File: config.mk
export PLATFORM = sky130hd
export DESIGN_NAME = utf8_to_ucs2_decoder
export DESIGN_NICKNAME = d
export VERILOG_FILES = /design/src/hdl/u8d_pkg.sv /design/src/hdl/u8d_decode.sv /design/src/hdl/utf8_to_ucs2_decoder.sv
export SDC_FILE = /design/constraint.sdc
export NUM_CORES = 1
export LEC_CHECK = 0
export BUFFER_PORTS_ARGS = -buffer_cell sky130_fd_sc_hd__buf_2
export CORE_ASPECT_RATIO = 1.25
export CORE_MARGIN = 2
export CORE_UTILIZATION = 40
export CTS_CLUSTER_DIAMETER = 100
export DETAILED_ROUTE_END_ITERATION = 6
export PLACE_DENSITY = 0.61
export SYNTH_ARGS = -nofsm -noshare
export SYNTH_HDL_FRONTEND = slang
export SYNTH_SLANG_ARGS = --single-unit
File: constraint.sdc
create_clock -name clk -period 2.4 [get_ports clk]
set_clock_uncertainty 0.2 [all_clocks]
set_input_delay 0.48 -clock clk [delete_from_list [all_inputs] [get_ports clk]]
set_output_delay 0.48 -clock clk [all_outputs]
set_load 0.01 [all_outputs]
File: src/hdl/u8d_pkg.sv
// ---------------------------------------------------------------------------
// u8d_pkg - shared types and constants for the UTF-8 to UCS-2 decoder
// Byte-class prefixes, payload width and the decode step result record.
// ---------------------------------------------------------------------------
package u8d_pkg;

	localparam int ByteW    = 8;
	localparam int UnitW    = 16;
	localparam int PendW    = 3;
	localparam int PayW     = 6;
	localparam int DataPadW = 8;   // input tdata width, whole bytes
	localparam int UnitPadW = 16;  // output tdata width, whole bytes

	typedef logic [ByteW-1:0] byte_t;
	typedef logic [UnitW-1:0] unit_t;
	typedef logic [PendW-1:0] pend_t;

	// lead prefixes, compared against the byte shifted right
	localparam logic [2:0] Lead2Pfx = 3'h6;  // 110xxxxx
	localparam logic [3:0] Lead3Pfx = 4'he;  // 1110xxxx
	localparam logic [4:0] Lead4Pfx = 5'h1e; // 11110xxx
	localparam logic [5:0] Lead5Pfx = 6'h3e; // 111110xx
	localparam logic [6:0] Lead6Pfx = 7'h7e; // 1111110x
	localparam logic [1:0] ContPfx  = 2'h2;  // 10xxxxxx

	// continuation count loaded by each lead
	localparam pend_t PendLead2 = 3'd1;
	localparam pend_t PendLead3 = 3'd2;
	localparam pend_t PendLead4 = 3'd3;
	localparam pend_t PendLead5 = 3'd4;
	localparam pend_t PendLead6 = 3'd5;
	localparam pend_t PendMax   = PendLead6;

	// outcome of one byte
	typedef struct packed {
		logic  emit;
		pend_t pending;
		unit_t acc;
	} dec_res_t;

endpackage

File: src/hdl/u8d_decode.sv
// ---------------------------------------------------------------------------
// u8d_decode - one-byte decode step
// Next pending count, next accumulator and emit flag from a byte and state.
// ---------------------------------------------------------------------------
module u8d_decode (
	input  u8d_pkg::byte_t   data_byte,
	input  logic             last_of_string,
	input  u8d_pkg::pend_t   pending,
	input  u8d_pkg::unit_t   acc,
	output u8d_pkg::dec_res_t res
);

	logic [u8d_pkg::PayW-1:0] cont_pay;
	u8d_pkg::unit_t           cont_add;
	u8d_pkg::pend_t           pend_dec;
	u8d_pkg::unit_t           acc_or;

	assign cont_pay = data_byte[u8d_pkg::PayW-1:0];
	assign pend_dec = pending - u8d_pkg::pend_t'(1);
	assign acc_or   = acc | cont_add;

	// bit position 6*(pending-1); positions at 16 and above fall off
	always_comb begin
		unique case (pending)
			3'd1:    cont_add = u8d_pkg::unit_t'(cont_pay);
			3'd2:    cont_add = {4'd0, cont_pay, 6'd0};
			3'd3:    cont_add = {cont_pay[3:0], 12'd0};
			default: cont_add = '0;
		endcase
	end

	always_comb begin
		res = '{emit: 1'b0, pending: pending, acc: acc};
		if (pending == '0) begin
			if (!data_byte[7]) begin
				res.emit = 1'b1;
				res.acc  = acc;
			end else if (data_byte[7:5] == u8d_pkg::Lead2Pfx) begin
				res.acc     = {5'd0, data_byte[4:0], 6'd0};
				res.pending = u8d_pkg::PendLead2;
			end else if (data_byte[7:4] == u8d_pkg::Lead3Pfx) begin
				res.acc     = {data_byte[3:0], 12'd0};
				res.pending = u8d_pkg::PendLead3;
			end else if (data_byte[7:3] == u8d_pkg::Lead4Pfx) begin
				res.acc     = '0;
				res.pending = u8d_pkg::PendLead4;
			end else if (data_byte[7:2] == u8d_pkg::Lead5Pfx) begin
				res.acc     = '0;
				res.pending = u8d_pkg::PendLead5;
			end else if (data_byte[7:1] == u8d_pkg::Lead6Pfx) begin
				res.acc     = '0;
				res.pending = u8d_pkg::PendLead6;
			end
			// stray continuation, 0xFE, 0xFF: nothing changes
		end else if (data_byte[7:6] == u8d_pkg::ContPfx) begin
			res.acc     = acc_or;
			res.pending = pend_dec;
			res.emit    = (pend_dec == '0);
		end else begin
			// broken sequence; byte is not retried as a lead
			res.pending = '0;
		end
		if (last_of_string) begin
			res.pending = '0;
		end
	end

endmodule

File: src/hdl/utf8_to_ucs2_decoder.sv
// ---------------------------------------------------------------------------
// utf8_to_ucs2_decoder - UTF-8 byte stream to 16-bit UCS-2 code units
// Decodes one byte per request; emits a unit for ASCII bytes and on the
// final continuation byte of a sequence, drops malformed input.
// ---------------------------------------------------------------------------
//
//  channel   dir  data                          tlast            tuser
//  s_axis    in   [7:0] data_byte               last_of_string   -
//  m_axis    out  [15:0] code_unit              -                -
//
//  - One byte accepted per cycle while s_axis_tready is high; a unit appears
//    in the cycle after the byte that completes it, set by the single decode
//    step feeding the output register.
//  - Decoder state (pending count, accumulator) updates at the accept edge,
//    so the next byte sees it immediately.
//  - Output register holds a unit until taken; s_axis_tready stays high
//    while it is empty or being taken in the same cycle.
//  - arst_n clears pending count, accumulator and output valid.
//
module utf8_to_ucs2_decoder (
	input  logic        clk,
	input  logic        arst_n,

	input  logic        s_axis_tvalid,
	output logic        s_axis_tready,
	input  logic [7:0]  s_axis_tdata,  // [7:0] data_byte
	input  logic        s_axis_tlast,  // last_of_string

	output logic        m_axis_tvalid,
	input  logic        m_axis_tready,
	output logic [15:0] m_axis_tdata   // [15:0] code_unit
);

	u8d_pkg::pend_t    pending_q;
	u8d_pkg::unit_t    acc_q;
	logic              out_valid_q;
	u8d_pkg::unit_t    out_unit_q;
	u8d_pkg::dec_res_t dec;
	logic              in_acc;
	logic              out_unit_sel_acc;

	// output register frees up when empty or drained this cycle
	assign s_axis_tready = !out_valid_q || m_axis_tready;
	assign in_acc        = s_axis_tvalid && s_axis_tready;

	u8d_decode u_decode (
		.data_byte      (s_axis_tdata[u8d_pkg::ByteW-1:0]),
		.last_of_string (s_axis_tlast),
		.pending        (pending_q),
		.acc            (acc_q),
		.res            (dec)
	);

	// ASCII passes the byte itself; completed sequences pass the accumulator
	assign out_unit_sel_acc = (pending_q != '0);

	always_ff @(posedge clk or negedge arst_n) begin
		if (!arst_n) begin
			pending_q   <= '0;
			acc_q       <= '0;
			out_valid_q <= 1'b0;
		end else begin
			if (in_acc) begin
				pending_q   <= dec.pending;
				acc_q       <= dec.acc;
				out_valid_q <= dec.emit;
			end else if (m_axis_tready) begin
				out_valid_q <= 1'b0;
			end
		end
	end

	// payload register, no reset needed
	always_ff @(posedge clk) begin
		if (in_acc && dec.emit) begin
			out_unit_q <= out_unit_sel_acc ? dec.acc
				: u8d_pkg::unit_t'(s_axis_tdata[u8d_pkg::ByteW-1:0]);
		end
	end

	assign m_axis_tvalid = out_valid_q;
	assign m_axis_tdata  = out_unit_q;

	// pending count stays within the longest sequence
	a_pend_range: assert property (@(posedge clk) disable iff (!arst_n)
		pending_q <= u8d_pkg::PendMax)
		else $error("pending count out of range");

	// end of string leaves the decoder idle
	a_last_clears: assert property (@(posedge clk) disable iff (!arst_n)
		in_acc && s_axis_tlast |=> pending_q == '0)
		else $error("pending not cleared after last byte");

	// ASCII byte while idle comes out unchanged next cycle
	a_ascii_pass: assert property (@(posedge clk) disable iff (!arst_n)
		in_acc && pending_q == '0 && !s_axis_tdata[7]
		|=> m_axis_tvalid && m_axis_tdata == {8'd0, $past(s_axis_tdata)})
		else $error("ASCII byte not passed through");

	// stray continuation while idle changes nothing
	a_stray_drop: assert property (@(posedge clk) disable iff (!arst_n)
		in_acc && pending_q == '0 && s_axis_tdata[7:6] == u8d_pkg::ContPfx
		|=> pending_q == '0 && $stable(acc_q) && !m_axis_tvalid)
		else $error("stray continuation altered state");

endmodule

Yosys cells after proc, flatten, opt, wreduce, memory -nomap -nowiden. Index checks and enable logic that the tools add are counted.

Add/sub/neg operators: 1. Bitwise gates (word level): 1. Reductions and logical operators: 9. Equal/unequal tests: 11. Muxes and demuxes: 17.

Operators with widths (count): two-way mux 19 bit (5); one-hot mux 16 bit (3 select lines) (1); two-way mux 16 bit (2); two-way mux 20 bit (1); OR 16 bit (1); two-way mux 3 bit (3); two-way mux 8 bit (1); equality test 7 bit, second input constant (1); inequality test 7 bit, second input constant (1); equality test 3 x 2 -> 1 bit, second input constant (2); equality test 6 bit, second input constant (1); zero test 3 bit (2); equality test 5 bit, second input constant (1); equality test 4 bit, second input constant (1); two-way mux 1 bit (4); equality test 3 x 1 -> 1 bit, second input constant (1); equality test 3 bit, second input constant (1); inequality test 3 bit, second input constant (1); AND reduction 3 bit (1); nonzero test 3 bit (1); subtractor 3 x 1 -> 3 bit, second input constant (1); equality test 2 bit, second input constant (1); logical AND 1 bit (2); nonzero test 2 bit (1); 2 further kinds (2).

Output and inout port bits: 18. Register bits after elaboration: 36. Word-level logic and storage cells: 44.

Longest topological paths before layout. Gate-level depths: netlist (run 1).

Word-level depth: 9. Mapped depth: 8. Gate-level depth less buffers: 6.

Cells and area by module. A second synthesis (run 1) with hierarchy kept.

Cells, all modules: 160. Area, all modules: 1954.4 sq um.

Modules (own cells, without submodules): utf8_to_ucs2_decoder (area each 1412.6 sq um, cells an instance 79, times used 1, sequential area each 980.9 sq um); u8d_decode (area each 541.8 sq um, cells an instance 81, times used 1, sequential area each 0.0 sq um).

Least setup slack after synthesis (run 1). Ideal clock, no wire load.

Kind: register -> register. Start: reg pending_q[0]. End: reg out_unit_q[0] (netlist: m_axis_tdata[0]) (enable). Stages on the path, launching flop included: 7. Path slack: -233 ps. Setup time: 388 ps. Arrival: 2045 ps. Data required time: 1812 ps. Period minus slack after synthesis: 2633 ps. Path through: dfrtp_1 -> inv_1 -> ha_1 -> or2_2 -> o21ai_0 -> a31oi_1 -> nor2_1.

Longest elaborated chain between the ends: 5. Elaborated cells on any way between the ends: 6. Those cells by class: 1 x add/sub; 2 x mux; 3 x reduce/logical.

Ends and longest elaborated chain: from (decl) (RTL line utf8_to_ucs2_decoder.sv:34) `u8d_pkg::pend_t pending_q;`; from (signal assigned) (RTL line utf8_to_ucs2_decoder.sv:64) `pending_q <= dec.pending;`; subtractor 3 x 1 -> 3 bit (RTL line u8d_decode.sv:19) `assign pend_dec = pending - u8d_pkg::pend_t'(1);`; zero test 3 bit (RTL line u8d_decode.sv:58) `res.emit = (pend_dec == '0);`; two-way mux 1 bit (RTL line u8d_decode.sv:55) `end else if (data_byte[7:6] == u8d_pkg::ContPfx) begin`; two-way mux 20 bit (*) (RTL line u8d_decode.sv:34) `if (pending == '0) begin`; logical AND 1 bit (*) (RTL line utf8_to_ucs2_decoder.sv:75) `if (in_acc && dec.emit) begin`; to (signal assigned) (RTL line utf8_to_ucs2_decoder.sv:76) `out_unit_q <= out_unit_sel_acc ? dec.acc`; to (decl) (RTL line utf8_to_ucs2_decoder.sv:37) `u8d_pkg::unit_t out_unit_q;`.

Every way passes the cells marked *; elsewhere a longest branch is shown, timed or not. A chain may end at the register's enable or synchronous reset.

Worst setup path after layout (run 1).
Start: reg pending_q[1]. End: reg out_unit_q[0] (netlist: m_axis_tdata[0]) (enable).

The elaborated chain is that of the path after synthesis.

==> results.yml, run 1 <==
run_status:
  outcome: "finished clean"
sta:
  hold_violations: 0
  slew_violations: 0
  slew-limit-headroom_pct: 65.54
  fin_ws_ns: 0.1349
  finalCritPeriodShare_pct: 94.38
  rsz0062_at_grt: "false"
  max_clock_freq_ghz: 0.4415
  tns_ns: 0
  fin_crit_ns: 2.265
  worstMarginPinSlew_ns: 0.5169
  finalSetupViolCount: 0
grt:
  grt_max_degree: 21
  antenna_found_initial: 0
  track_usage_pct: 17.54
  grt_pass1_wl_um: 6775
  overflow: 0
  grt_pass1_vias: 1407
power:
  p_per_area_nw_per_um2: 991.8
  ir_drop_uv: 522.4
  leakage_nw: 0.9112
placed_design:
  port_buffers: 30
  gp_congestion: 0.7840
  dp_slack_ns: 0.1035
  hpwl_um: 2958
  dpl.cell_count: 246
synth:
  syn_avg_cell_area_sq_um: 11.02
  yosysSeqAreaShare_pct: 53.63
  synth_fp_nets: 185
  synth-seq-cells: 36
  netlist_area_sq_um: 1829
  synth-simple-area-share_pct: 15.39
  synth-adder-area-share_pct: 4.104
  synth_edf_count: 16
  synthXorXnorAreaFrac_pct: 0.4788
  async_flop_share_pct: 55.56
  synth_compound_area_share_pct: 21.20
  synthFlopType: "dfrtp_1"
  synth_top_family_by_area: "compound AO/OA/AOI/OAI gates"
  synthDistinctLibCells: 44
  synth_cells: 166
  synth.area.mux_share_pct: 0.6156
  synth.yosys.warnings: 0
clock_network:
  cts_made_buffers: 5
  clk_pin_slew_ns: 0.08
  clk_latency_ns: 0.29
  cts_sinks: 36
  clockRootBuffer: "clkbuf_8"
  cts_htree_levels: 2
  cts_tree: "yes"
  cts_setup_buffers: 0
  cts_buffer_depth: 2
layout:
  final_cell_mix: "buf_2 (30), a21oi_1 (20), dfrtp_1 (19), nor2_1 (16), edfxtp_1 (16)"
  drive_above_1_share_pct: 26.90
  num_antenna_cells: 0
  area_growth_syn_to_layout_pct: 17.58
  final_common_cell: "buf_2"
  fillCellCount: 412
  fin_cells: 255
  fin_nets: 215
floorplanning:
  die_w_um: 64.49
  num_rows: 27
  die_area_sq_um: 5133
  initial_core_util_pct: 41.65
  die_y_um: 79.61
  ios: 31
  core_sq_um: 4392
worst_hold_path:
  hp-class: "reg -> reg"
setup_path:
  crit_buf_inv: 2
  cp-start-kind: "flop"
  cp_max_fo: 16
  reg2reg_slack_ns: 0.13
  endpoint_kind: "flop"
  crit_slowest_cell: "dfrtp_1"
  cpPeakStageDelay_ns: 0.40
  cp_top_family: "simple AND/OR/NAND/NOR gates"
  cp_cell_sequence: "inv_1, ha_1, or2_2, o21ai_0, a31oi_1, nor2_2, buf_12"
  worstPathArrival_ns: 2.06
  required_ns: 2.20
  setup.worst_path.class: "reg -> reg"
routing:
  viasPerCell: 5.510
  drt-wirelength-per-cell_um: 16.64
  vias: 1405
  routed_wl_um: 4242
  dr.pass1.iters: 4
  drc_errors: 0
  postRouteAntennaNets: 0
  drt_iter0_markers: 90
flow_run:
  maxCapViolCount: 0
[tightest hold or removal path, cell delays in order (launching register included)]
cell and delay, ns:
dfrtp_1 0.35, a21oi_1 0.04, nor2_1 0.07
[what timing repair did]
action | 4_1_cts | 5_1_grt
setup endpoints to repair | 0 | 16
gates resized for setup | 0 | 1
hold buffers | 1 | 0
hold endpoints to repair | 20 | 0
[power by group]
part | internal, mW | total, mW | leakage, nW | switching (mW)
combinational | 0.284 | 0.719 | 0.439 | 0.435
sequential | 0.812 | 0.888 | 0.417 | 0.0762
clock | 0.308 | 0.526 | 0.0552 | 0.218
total | 1.40 | 2.13 | 0.911 | 0.729
[state kept, by name, indices dropped and copies added, names as in the netlist]
register / cells
m_axis_tdata: 16
pending_q: 3
acc_q: 16
m_axis_tvalid: 1
[per-layer routing]
metal	global-route usage (%)	up-vias	wire, um
met5	0	-	0
met4	6.809	0	88
met3	3.949	11	225
met2	30.00	53	2143
met1	21.44	675	1785
li1	-	666	-
[synthesized netlist by cell type, drive strengths merged, types with 2 or more instances]
cell	n	area share (%)
a21oi	22	6.8
dfrtp	20	27
nor2	17	3.5
edfxtp	16	26
a22o	15	7.2
nand2	9	1.8
o21ai	7	1.9
buf	6	2.3
clkbuf	6	1.2
ha	6	4.1
inv	5	1.0
a31oi	3	1.4
nor2b	3	1.0
nor3	3	1.1
or3	3	1.3
nand2b	2	1.1
nand3	2	0.55
o211ai	2	0.82
[worst paths after layout]
path	start	to	cells past startpoint
setup / recovery	pending_q[1]$_DFFE_PN0P_	m_axis_tdata[0]$_DFFE_PP_	7
hold / removal	acc_q[3]$_DFFE_PN0P_	acc_q[3]$_DFFE_PN0P_	2
setup reg to reg	pending_q[1]$_DFFE_PN0P_	m_axis_tdata[0]$_DFFE_PP_	7
hold reg to reg	acc_q[3]$_DFFE_PN0P_	acc_q[3]$_DFFE_PN0P_	2
max in group asynchronous	arst_n	pending_q[0]$_DFFE_PN0P_	2
min in group asynchronous	arst_n	pending_q[2]$_DFFE_PN0P_	2
[through the flow]
step           cell area [sq um]  hold slack (ns)  power (mW)  util, %
6_report                    2151           0.3024       2.133    48.97
5_1_grt                     2151           0.3270       2.260    48.97
4_1_cts                     2150           0.3051       2.141    48.95
3_5_place_dp                2032           0.2672       1.609    46.27
3_3_place_gp                2032           0.2562       1.586    46.27
2_1_floorplan               1832         -0.01559       1.416        -
[cell type report]
class	count	area [sq um]	area share (%)
sequential	36	982.2	45.67
multi-input combinational	113	767.0	35.66
timing repair buffer	35	202.7	9.424
clock buffer	6	72.57	3.374
tap	58	72.57	3.374
clock inverter	2	35.03	1.629
inverter	5	18.77	0.8726
[kinds of logic (layout without fill, tap and decap cells)]
logic type | count (synthesis) | count (layout)
AOI/OAI and AO/OA | 56 | 56
and+or+nand+nor | 49 | 49
DFF | 36 | 36
buffers and inverters | 17 | 48
adders and majority gates | 6 | 6
xor gates and xnor gates | 1 | 1
muxes | 1 | 1
Power figures use the tool's default switching activity.
==> inputs of run 2 (changes only) <==
--- a/config.mk
+++ b/config.mk
@@ -12,6 +12,7 @@
 export CTS_CLUSTER_DIAMETER = 100
 export DETAILED_ROUTE_END_ITERATION = 6
 export PLACE_DENSITY = 0.61
+export REMOVE_ABC_BUFFERS = 1
 export SYNTH_ARGS = -nofsm -noshare
 export SYNTH_HDL_FRONTEND = slang
 export SYNTH_SLANG_ARGS = --single-unit
==> run 2 against run 1 <==
Net effect:
- maximum frequency is 0.51% lower
- cell area is 0.93% higher
- flip-flop and latch count unchanged
==> results.yml, run 2 (synthesis gave the netlist of run 1 again) <==
run_status:
  outcome: "finished clean"
clock_network:
  clockRootBuffer: "clkbuf_8"
  cts_resized: 0
  ctsHoldBuffers: 1
  cts_made_buffers: 5
  clk_latency_ns: 0.28
  clk_pin_slew_ns: 0.07
  cts_sinks: 36
  cts_tree: "yes"
  cts_buffer_depth: 2
  cts_setup_buffers: 0
  cts_htree_levels: 2
setup_path:
  cp-start-kind: "flop"
  required_ns: 2.19
  crit_buf_inv: 2
  crit_slowest_cell: "dfrtp_1"
  cp_num_cells: 7
  r2r_cells: 7
  setup.worst_path.class: "reg -> reg"
  cp_top_family: "simple AND/OR/NAND/NOR gates"
  cp_cell_sequence: "inv_1, ha_1, or2_2, o21ai_0, a31oi_1, nor2_1, buf_12"
  reg2reg_slack_ns: 0.12
  endpoint_kind: "flop"
  cpPeakStageDelay_ns: 0.44
  timing.rr.end: "m_axis_tdata[15]$_SDFFCE_PP0P_"
  r2r-start: "pending_q[0]$_DFFE_PN0P_"
  cp_max_fo: 16
  worstPathArrival_ns: 2.07
sta:
  finalSetupViolCount: 0
  finalCritPeriodShare_pct: 94.86
  worstMarginPinSlew_ns: 0.5456
  slew_violations: 0
  slew-limit-headroom_pct: 63.63
  fin_crit_ns: 2.277
  fin_ws_ns: 0.1233
  hold_violations: 0
  max_clock_freq_ghz: 0.4392
  rsz0062_at_grt: "false"
power:
  p_per_area_nw_per_um2: 984.5
  comb_power_share_pct: 33.2
  report.power.total_mw: 2.137
  seqPwrFrac_pct: 41.4
  leakage_nw: 0.9257
  ir_drop_uv: 542.8
  p_clk_share_pct: 25.3
  power.switching_mw: 0.7010
  p_int_mw: 1.436
  switching_share_pct: 32.80
layout:
  final_cell_mix: "buf_2 (30), a21oi_1 (20), dfrtp_1 (20), nor2_1 (17), edfxtp_1 (16)"
  fin_cells: 257
  multi_input_area_sq_um: 764.5
  fin_util_pct: 49.43
  drive_above_1_share_pct: 26.63
  fin_nets: 217
  final_common_cell: "buf_2"
  num_antenna_cells: 0
  register_area_sq_um: 980.9
  area_growth_syn_to_layout_pct: 18.67
  fillCellCount: 410
routing:
  routed_wl_um: 3947
  viasPerCell: 5.502
  postRouteAntennaNets: 0
  dr.pass1.iters: 4
  drt_iter0_markers: 40
  drc_errors: 0
  vias: 1414
  drt-wirelength-per-cell_um: 15.36
floorplanning:
  ios: 31
  initial_core_util_pct: 41.65
  core_sq_um: 4392
  die_area_sq_um: 5133
  die_y_um: 79.61
  num_rows: 27
  die_w_um: 64.49
worst_hold_path:
  hold_path_end: "acc_q[0]$_DFFE_PN0P_"
  worstHoldStart: "acc_q[0]$_DFFE_PN0P_"
  hold_depth: 2
  hp-class: "reg -> reg"
placed_design:
  gp_congestion: 0.9461
  dpl.cell_count: 248
  hpwl_um: 2911
  dp_slack_ns: 0.1499
  port_buffers: 30
grt:
  grt_max_degree: 21
  track_usage_pct: 16.22
  grt_pass1_vias: 1336
  antenna_found_initial: 0
  overflow: 0
  grt_pass1_wl_um: 6375
flow_run:
  maxCapViolCount: 0
run 2: changes by cell type in the layout (fill, tap and decap cells not counted), sizes merged:
cell  delta
buf      +2
run 2: area by class of cell:
type	instances	area share [%]
well taps	58	3.343
clock buffers	6	3.804
inverters	5	0.8646
repair buffers	37	10.03
clock inverters	2	1.556
flip-flops and latches	36	45.19
multi-input cells	113	35.22
run 2: worst max-delay path by stage:
| stage | from | endpoint | slack [ns] |
|---|---|---|---|
| after floorplan | pending_q[0]$_DFFE_PN0P_ | m_axis_tdata[0]$_DFFE_PP_ | -0.23 |
| after global placement | pending_q[0]$_DFFE_PN0P_ | m_axis_tdata[10]$_SDFFCE_PP0P_ | 0.23 |
| after global routing | pending_q[0]$_DFFE_PN0P_ | m_axis_tdata[15]$_SDFFCE_PP0P_ | 0.04 |
| after CTS | pending_q[0]$_DFFE_PN0P_ | m_axis_tdata[8]$_SDFFCE_PP0P_ | 0.14 |
| after detailed placement | pending_q[0]$_DFFE_PN0P_ | m_axis_tdata[9]$_SDFFCE_PP0P_ | 0.15 |
| final | pending_q[0]$_DFFE_PN0P_ | m_axis_tdata[15]$_SDFFCE_PP0P_ | 0.12 |
run 2: stage by stage:
step / hold WS [ns] / setup TNS (ns) / cell area, sq um
after floorplan: -0.01559 / -3.728 / 1764
after global placement: 0.2616 / 0 / 2044
after detailed placement: 0.2681 / 0 / 2044
after CTS: 0.3011 / 0 / 2171
after global routing: 0.3196 / 0 / 2171
final: 0.2995 / 0 / 2171
run 2: metal layers:
layer	track usage [%]	share of wire [%]	wire [um]	vias up
met5	0	0	0	-
met4	7.021	2.8	109	0
met3	2.680	5.2	204	11
met2	29.90	53	2097	55
met1	18.27	39	1536	681
li1	-	-	-	667
run 2: power groups by stage:
stage / sequential [mW] / clock (mW) / combinational [mW]
floorplan: 0.913 / 0 / 0.434
global placement: 0.891 / 0 / 0.694
detailed placement: 0.898 / 0 / 0.713
CTS: 0.885 / 0.550 / 0.715
global route: 0.902 / 0.573 / 0.792
finish: 0.885 / 0.542 / 0.711
run 2: tightest hold or removal path: cells and delay by family, from the launching register on:
kind	cells	cell delay, ns
compound gates	1	0.04
simple gates	1	0.07
flops	1	0.35
